[config.mk]
export PLATFORM = sky130hd
export DESIGN_NAME = sorted_priority_queue
export DESIGN_NICKNAME = d
export VERILOG_FILES = /design/src/hdl/spq_pkg.sv /design/src/hdl/spq_cell.sv /design/src/hdl/sorted_priority_queue.sv
export VERILOG_INCLUDE_DIRS = /design/src /design/src/hdl
export SDC_FILE = /design/constraint.sdc
export NUM_CORES = 2
export LEC_CHECK = 0
export BUFFER_PORTS_ARGS = -buffer_cell sky130_fd_sc_hd__buf_2
export CAP_MARGIN = 30
export CORE_AREA = 4 4 411 413
export DETAILED_ROUTE_END_ITERATION = 7
export DIE_AREA = 0 0 415 417
export GPL_ROUTABILITY_DRIVEN = 0
export PLACE_DENSITY_LB_ADDON = 0.05
export SYNTH_ARGS = -nofsm -noshare
export SYNTH_HDL_FRONTEND = slang
export SYNTH_HIERARCHICAL = 1
export SYNTH_SLANG_ARGS = --single-unit
[constraint.sdc]
create_clock -name i_clk -period 6.15 [get_ports i_clk]
set_clock_uncertainty 0.15 [all_clocks]
set_input_delay 0.3075 -clock i_clk [delete_from_list [all_inputs] [get_ports i_clk]]
set_output_delay 0.3075 -clock i_clk [all_outputs]
set_load 0.01 [all_outputs]
[src/hdl/assert_macros.svh]
// Assertion macros shared by the sorted priority queue RTL.
`ifndef ASSERT_MACROS_SVH
`define ASSERT_MACROS_SVH

`ifndef NO_ASSERTIONS

// Property that must hold at every clock edge outside reset.
`define SPQ_ASSERT_ALWAYS(label, clk, rst_n, expr, msg) \
    label: assert property (@(posedge clk) disable iff (!rst_n) (expr)) else $error(msg);

// Same-cycle implication.
`define SPQ_ASSERT_NOW(label, clk, rst_n, ante, cons, msg) \
    label: assert property (@(posedge clk) disable iff (!rst_n) (ante) |-> (cons)) \
        else $error(msg);

// Next-cycle implication.
`define SPQ_ASSERT_NEXT(label, clk, rst_n, ante, cons, msg) \
    label: assert property (@(posedge clk) disable iff (!rst_n) (ante) |=> (cons)) \
        else $error(msg);

`else

`define SPQ_ASSERT_ALWAYS(label, clk, rst_n, expr, msg)
`define SPQ_ASSERT_NOW(label, clk, rst_n, ante, cons, msg)
`define SPQ_ASSERT_NEXT(label, clk, rst_n, ante, cons, msg)

`endif

`endif

[src/hdl/spq_pkg.sv]
// Package: types and constants of the sorted priority queue.
package spq_pkg;

    // Number of cells in the queue
    localparam int DEPTH = 16;
    // Count register wide enough to hold DEPTH itself
    localparam int CNT_W = $clog2(DEPTH + 1);

    localparam int VALUE_W    = 32;
    localparam int PRIORITY_W = 16;
    localparam int OUT_CNT_W  = 5;

    // Operation codes carried in tuser
    typedef enum logic {
        KIND_INSERT = 1'b0,
        KIND_REMOVE = 1'b1
    } t_kind;

    // Result status codes
    typedef enum logic [1:0] {
        ST_OK    = 2'd0,
        ST_EMPTY = 2'd1,
        ST_FULL  = 2'd2
    } t_status;

    // One stored entry
    typedef struct packed {
        logic signed [VALUE_W-1:0]    value;
        logic signed [PRIORITY_W-1:0] prio;
    } t_entry;

    // Command broadcast to every cell
    typedef struct packed {
        logic   ins;
        logic   rem;
        t_entry item;
    } t_cmd;

endpackage

[src/hdl/spq_cell.sv]
// One cell of the systolic queue: holds an entry and trades it with its neighbors.
module spq_cell
    import spq_pkg::*;
(
    input  logic   i_clk,
    input  t_cmd   i_cmd,        // broadcast insert/remove command
    input  logic   i_occupied,   // this cell holds a live entry
    input  t_entry i_left,       // entry of the cell nearer the head
    input  logic   i_left_keep,  // left cell keeps its entry on insert
    input  t_entry i_right,      // entry of the cell nearer the tail
    output t_entry o_entry,
    output logic   o_keep
);

    t_entry r_entry;
    t_entry n_entry;

    // Live entry stays ahead of the new one when its priority is not lower
    assign o_keep  = i_occupied && (r_entry.prio >= i_cmd.item.prio);
    assign o_entry = r_entry;

    // Insert: hold, take the new item, or shift toward the tail; remove: shift toward head
    always_comb begin
        n_entry = r_entry;
        if (i_cmd.ins) begin
            if (o_keep) begin
                n_entry = r_entry;
            end else if (i_left_keep) begin
                n_entry = i_cmd.item;
            end else begin
                n_entry = i_left;
            end
        end else if (i_cmd.rem) begin
            n_entry = i_right;
        end
    end

    always_ff @(posedge i_clk) begin
        r_entry <= n_entry;
    end

endmodule

[src/hdl/sorted_priority_queue.sv]
// Top level: sorted priority queue built from a row of shifting cells.
//
//  channel | dir | tdata (low bit up)                             | tuser (low bit up)
//  --------+-----+------------------------------------------------+-----------------------
//  s_      | in  | item_value[31:0], item_priority[47:32]         | kind[0]
//  m_      | out | out_value[31:0], out_priority[47:32],          | out_valid[0],
//          |     | entry_count[52:48], zero fill[55:53]           | status[2:1]
//
// One word per cycle while the input is not stalled: every cell compares its
// priority with the incoming one in parallel and shifts by one place, and the
// result appears in the output register the next cycle.
// Reset (i_rst_n low, synchronous) clears the entry count and m_tvalid.
// The input is stalled only while a result waits in the output register and
// m_tready is low.
`include "assert_macros.svh"

module sorted_priority_queue
    import spq_pkg::*;
(
    input  logic        i_clk,
    input  logic        i_rst_n,
    input  logic        s_tvalid,
    output logic        s_tready,
    input  logic [47:0] s_tdata,   // item_value[31:0], item_priority[47:32]
    input  logic [0:0]  s_tuser,   // kind[0]
    output logic        m_tvalid,
    input  logic        m_tready,
    output logic [55:0] m_tdata,   // out_value[31:0], out_priority[47:32], entry_count[52:48]
    output logic [2:0]  m_tuser    // out_valid[0], status[2:1]
);

    logic             w_accept;
    logic             w_full;
    logic             w_empty;
    t_kind            w_kind;
    t_cmd             w_cmd;
    logic [CNT_W-1:0] r_count;
    logic [CNT_W-1:0] n_count;
    logic [CNT_W+OUT_CNT_W-1:0] w_count_ext;

    t_entry w_entry [DEPTH];
    logic   w_keep  [DEPTH];
    logic   w_occ   [DEPTH];

    logic                  r_m_tvalid;
    logic [VALUE_W-1:0]    r_out_value;
    logic [PRIORITY_W-1:0] r_out_prio;
    logic                  r_out_valid;
    t_status               r_status;
    logic [OUT_CNT_W-1:0]  r_entry_count;

    logic                  n_out_valid;
    t_status               n_status;

    // Handshake and decode
    assign s_tready = !r_m_tvalid || m_tready;
    assign w_accept = s_tvalid && s_tready;
    assign w_kind   = t_kind'(s_tuser[0]);
    assign w_full   = (r_count == CNT_W'(DEPTH));
    assign w_empty  = (r_count == '0);

    assign w_cmd.ins        = w_accept && (w_kind == KIND_INSERT) && !w_full;
    assign w_cmd.rem        = w_accept && (w_kind == KIND_REMOVE) && !w_empty;
    assign w_cmd.item.value = s_tdata[31:0];
    assign w_cmd.item.prio  = s_tdata[47:32];

    // Row of cells, head at index 0
    for (genvar g = 0; g < DEPTH; g++) begin : g_cell
        t_entry w_left;
        logic   w_left_keep;
        t_entry w_right;

        assign w_occ[g] = (CNT_W'(g) < r_count);

        if (g == 0) begin : g_head
            assign w_left      = w_cmd.item;
            assign w_left_keep = 1'b1;
        end else begin : g_body
            assign w_left      = w_entry[g-1];
            assign w_left_keep = w_keep[g-1];
        end

        if (g == DEPTH - 1) begin : g_tail
            assign w_right = '0;
        end else begin : g_inner
            assign w_right = w_entry[g+1];
        end

        spq_cell u_cell (
            .i_clk       (i_clk),
            .i_cmd       (w_cmd),
            .i_occupied  (w_occ[g]),
            .i_left      (w_left),
            .i_left_keep (w_left_keep),
            .i_right     (w_right),
            .o_entry     (w_entry[g]),
            .o_keep      (w_keep[g])
        );
    end

    // Entry count update
    always_comb begin
        n_count = r_count;
        if (w_cmd.ins) begin
            n_count = r_count + CNT_W'(1);
        end else if (w_cmd.rem) begin
            n_count = r_count - CNT_W'(1);
        end
    end

    always_ff @(posedge i_clk) begin
        if (!i_rst_n) begin
            r_count <= '0;
        end else begin
            r_count <= n_count;
        end
    end

    // Result status
    always_comb begin
        n_status    = ST_OK;
        n_out_valid = 1'b0;
        unique case (w_kind)
            KIND_INSERT: begin
                if (w_full) begin
                    n_status = ST_FULL;
                end
            end
            KIND_REMOVE: begin
                if (w_empty) begin
                    n_status = ST_EMPTY;
                end else begin
                    n_out_valid = 1'b1;
                end
            end
            default: begin
                n_status = ST_OK;
            end
        endcase
    end

    assign w_count_ext = {{OUT_CNT_W{1'b0}}, n_count};

    // Output register
    always_ff @(posedge i_clk) begin
        if (!i_rst_n) begin
            r_m_tvalid <= 1'b0;
        end else if (w_accept) begin
            r_m_tvalid <= 1'b1;
        end else if (m_tready) begin
            r_m_tvalid <= 1'b0;
        end
    end

    always_ff @(posedge i_clk) begin
        if (w_accept) begin
            r_out_value   <= n_out_valid ? w_entry[0].value : '0;
            r_out_prio    <= n_out_valid ? w_entry[0].prio  : '0;
            r_out_valid   <= n_out_valid;
            r_status      <= n_status;
            r_entry_count <= w_count_ext[OUT_CNT_W-1:0];
        end
    end

    assign m_tvalid = r_m_tvalid;
    assign m_tdata  = {3'b000, r_entry_count, r_out_prio, r_out_value};
    assign m_tuser  = {r_status, r_out_valid};

    // Checks
    `SPQ_ASSERT_ALWAYS(a_count_bound, i_clk, i_rst_n, r_count <= CNT_W'(DEPTH), "count above depth")
    `SPQ_ASSERT_NEXT(a_insert_grows, i_clk, i_rst_n, i_rst_n && w_cmd.ins, r_count == $past(r_count) + CNT_W'(1), "insert did not grow count")
    `SPQ_ASSERT_NEXT(a_empty_flag, i_clk, i_rst_n, i_rst_n && w_accept && (w_kind == KIND_REMOVE) && w_empty, (r_status == ST_EMPTY) && !r_out_valid, "remove on empty not flagged")
    `SPQ_ASSERT_NOW(a_valid_ok, i_clk, i_rst_n, m_tvalid && r_out_valid, r_status == ST_OK, "returned entry with error status")

endmodule

== Word level (Yosys, flattened, before mapping) ==
Cells that the tools add are included.

* Flip-flop bits (word level): 830
* Output and inout bits: 61
* Input bits: 53
* Word-level logic and storage cells: 207

* Eq/ne operators: 17
* Reduce and logical (&&, ||, !) cells: 44
* Bitwise gates (word level): 1
* Magnitude comparators: 32
* Multiplexer cells: 72
* $add $sub $neg: 2

{| class="wikitable"
|+ Operator list
! cell !! number
|-
| 2-to-1 mux 48 bit || 63
|-
| greater-or-equal comparator 16 bit || 16
|-
| less-than comparator 4 x 5 -> 1 bit (first input constant) || 8
|-
| != test 2 bit (second input constant) || 16
|-
| AND reduction 2 bit || 16
|-
| logical AND 1 bit || 21
|-
| less-than comparator 3 x 5 -> 1 bit (first input constant) || 4
|-
| less-than comparator 1 x 5 -> 1 bit (first input constant) || 2
|-
| less-than comparator 2 x 5 -> 1 bit (first input constant) || 2
|-
| 2-to-1 mux 5 bit || 2
|-
| adder 5 x 1 -> 5 bit (second input constant) || 1
|-
| == test 5 bit (second input constant) || 1
|-
| zero test 5 bit || 1
|-
| 2-to-1 mux 1 bit || 5
|-
| subtractor 5 x 1 -> 5 bit (second input constant) || 1
|-
| case mux 2 bit (2 select lines) || 1
|-
| nonzero test 2 bit || 2
|-
| zero test 1 bit || 3
|-
| 2-to-1 mux 2 bit || 1
|-
| logical OR 1 bit || 1
|-
| inverter 1 bit || 1
|}

== Logic depth before layout (Yosys ltp) ==
* Depth in word-level cells: 7
* Mapped depth: 12
* Mapped depth without buffers: 9

== Modules after synthesis ==
The synthesis kept the hierarchy.

{| class="wikitable"
|+ By module, submodules not included
! module !! seq. area each (sq um) !! cells an instance !! instances !! area an instance (sq um)
|-
| spq_cell (g_cell[0].u_cell ...) || 1441.4 || 270 || 10 || 2896.5
|-
| spq_cell (g_cell[4].u_cell ...) || 1441.4 || 278 || 6 || 2940.3
|-
| sorted_priority_queue || 1801.7 || 211 || 1 || 2776.4
|}

== Worst setup path before layout ==
Ideal clock, no wire load.

* Path type: reg2reg
* From: register r_count[0]
* To: register g_cell[4].u_cell.r_entry, in the netlist g_cell[4].u_cell/o_entry[0] (enable)
* Path buffers: 3
* Cell stages (with the launch flop): 10
* Period minus slack after synthesis: 5183 ps
* Library setup time: 454 ps
* Arrival time: 4579 ps
* Path slack: 967 ps
* Data required time: 5546 ps
* Cell sequence: dfxtp_1 -> clkbuf_1 -> inv_1 -> ha_1 -> and4bb_2 -> nor4b_4 -> clkbuf_1 -> buf_2 -> nor2_1 -> a311oi_2

{| class="wikitable"
|+ RTL lines
! what !! RTL line !! text
|-
| start, declared || sorted_priority_queue.sv:37 || <nowiki>logic [CNT_W-1:0] r_count;</nowiki>
|-
| start signal, assigned || sorted_priority_queue.sv:115 || <nowiki>r_count <= n_count;</nowiki>
|-
| end signal, assigned || spq_cell.sv:39 || <nowiki>r_entry <= n_entry;</nowiki>
|-
| end, declared || spq_cell.sv:15 || <nowiki>t_entry r_entry;</nowiki>
|}

==> impl_metrics.toml <==
[yosys]
netlist_instances = 4578
yosys_warnings = 6
avgSynthCellArea_sq_um = 10.8
synth_area_sq_um = 49400

[die]
placeableCoreArea_sq_um = 165000
num_rows = 149
top_level_ports = 114
die_extent_in_y_um = 417
width_of_the_die_um = 415
effective_utilization_at_floorplan_pct = 30.0
die-area_sq_um = 173000

[sta]
final.min_clock_period_ns = 4.74
fmax_ghz = 0.211
final-hold-violation-count = 0
max_slew_violation_total_from_the_final_report = 0
worst_slew_pin_slew_ns = 1.20
final.setup.tns_ns = 0
min_period_over_period_pct = 77.0
timing.slew.headroom_pct = 20.2
setup_violations = 0
grt_setup_unrepaired = "no"
final_critical_path_setup_slack_ns = 1.41

[critical_path]
cp_most_frequent_cell = "sky130_fd_sc_hd__buf_12"
ws_path_type = "reg -> reg"
crit_family = "buffers and inverters"
cp.required_ns = 6.38
slowest_stage = "sky130_fd_sc_hd__a31o_2"
critPathMaxFanout = 127
critical_path.cell_chain = "inv_1 > ha_1 > and4bb_2 > nor4b_4 > buf_12 > buf_12 > a31o_2 > buf_4"
critPathBufInv = 4
worst_setup_path_startpoint = "r_count[0]"
critical_register_to_register_path_startpoint = "r_count[0]"
critPathLaunchType = "flip-flop"
timing.critical_path.arrival_ns = 4.96
setup_crit_end_kind = "flip-flop"
slowest_delay_ns = 0.83

[clock_tree]
cts_buffers = 107
cts.reportedPaths.clkPinSlew_ns = 0.06
tritoncts_clock_tree = "yes"
ctsRootBufferMaster = "sky130_fd_sc_hd__clkbuf_16"
clock_latency_ns = 0.72
cts.htree.levels = 3
max-clock-path-buffers = 3
post_cts_buffers = 0
numClockSinks = 830

[detailed_routing]
routed_wl_mm = 139
route.detailed.drc = 0
ant_nets = 0
detail_route.first_pass.iterations = 5
routed_via_density = 4.75
via_count = 32915
route.detailed.wl_per_inst_um = 20.1
drt_iter0_drc = 2096

[grt]
groute.usage.overall_pct = 15.7
grt_pass1_vias = 32855
grt_antenna_before_repair = 4
grt_pass1_wl_mm = 213
globalRouteOverflowTotal = 0
pin_count_of_the_biggest_net_entering_global_routing = 229

[cells_and_area]
fillers = 16800
layout_commonest_cell = "sky130_fd_sc_hd__a21oi_1"
design.final.nets = 4967
finish.utilization_pct = 33.9
area_delta_synth_final_pct = 13.2
ratio_of_cells_with_drive_above_1_in_the_final_layout_pct = 9.04
most-common-layout-cells = "sky130_fd_sc_hd__a21oi_1 (830), sky130_fd_sc_hd__edfxtp_1 (824), sky130_fd_sc_hd__nor2_1 (810)"

[power_and_ir_drop]
vdd_ir_drop_max_uv = 199
leakage_nw = 20.4
report.power.total_w = 0.0177
total_power_per_unit_cell_area_nw_per_um2 = 316

[status]
run_status = "complete, no violations"

[min_path]
min-delay-start = "s_tdata[3]"
hold_removal_path_class = "in -> reg"

[placement]
dp_hpwl_mm = 97.0
portBuffers = 110
dp_worst_setup_slack_ns = 1.45

[job]
maxCapViolCount = 0
-- through the flow --
step	area (sq um)	hold slack, ns	instances
final	55900	0.0847	6927
after global routing	55900	0.0618	6924
after CTS	55800	0.00214	6923
after detailed placement	52500	0.404	6718
after global placement	52400	0.396	6714
after floorplan	49600	0.281	4628
-- flip-flops by register name, summed over array words and instances, names as in the netlist --
| register | count |
|---|---|
| r_out_prio | 16 |
| r_entry_count | 5 |
| r_status | 2 |
| g_cell.u_cell/o_entry | 768 |
| r_out_valid | 1 |
| r_count | 5 |
| r_out_value | 32 |
| m_tvalid | 1 |
-- routing by layer --
metal / up-vias / track usage (%) / share of wire, %
met3: 144 / 2.30 / 3.7
met4: 0 / 3.32 / 1.8
met2: 503 / 23.4 / 42
met5: - / 0 / 0
met1: 15371 / 24.1 / 52
li1: 16897 / - / -
-- worst paths after layout --
kind | endpoint | slack [ns] | cells past startpoint
worst min register to register | g_cell[14].u_cell/o_entry[32] | 0.41 | 2
worst max-delay path | g_cell[12].u_cell/o_entry[32] | 1.41 | 8
worst max register to register | g_cell[12].u_cell/o_entry[32] | 1.41 | 8
worst min-delay path | g_cell[15].u_cell/o_entry[19] | 0.08 | 3
-- what timing repair did --
action | CTS | global route
endpoints found under the hold margin | 77 | 0
resized for setup | 0 | 0
hold buffers | 15 | 0
-- final cells by class --
cell class | count | area, sq um | area share, %
inverters | 286 | 1070 | 1.92
flip-flops and latches | 830 | 24900 | 44.5
diodes | 3 | 7.51 | 0.0134
repair buffers | 210 | 1670 | 2.99
clock inverters | 59 | 435 | 0.779
multi-input cells | 3219 | 22300 | 39.9
clock buffers | 131 | 2770 | 4.95
well taps | 2189 | 2740 | 4.90
-- report_power, final --
| part | switching (W) | internal (W) | total [W] |
|---|---|---|---|
| logic | 0.00247 | 0.00148 | 0.00396 |
| clock network | 0.00256 | 0.00334 | 0.00591 |
| registers | 0.000509 | 0.00730 | 0.00781 |
-- worst min-delay path, cell delays in order --
cell                      delay, ns
sky130_fd_sc_hd__buf_2         0.23
sky130_fd_sc_hd__mux2i_1       0.18
sky130_fd_sc_hd__a21oi_1       0.07
No activity file was read; power rests on OpenSTA's default activity.
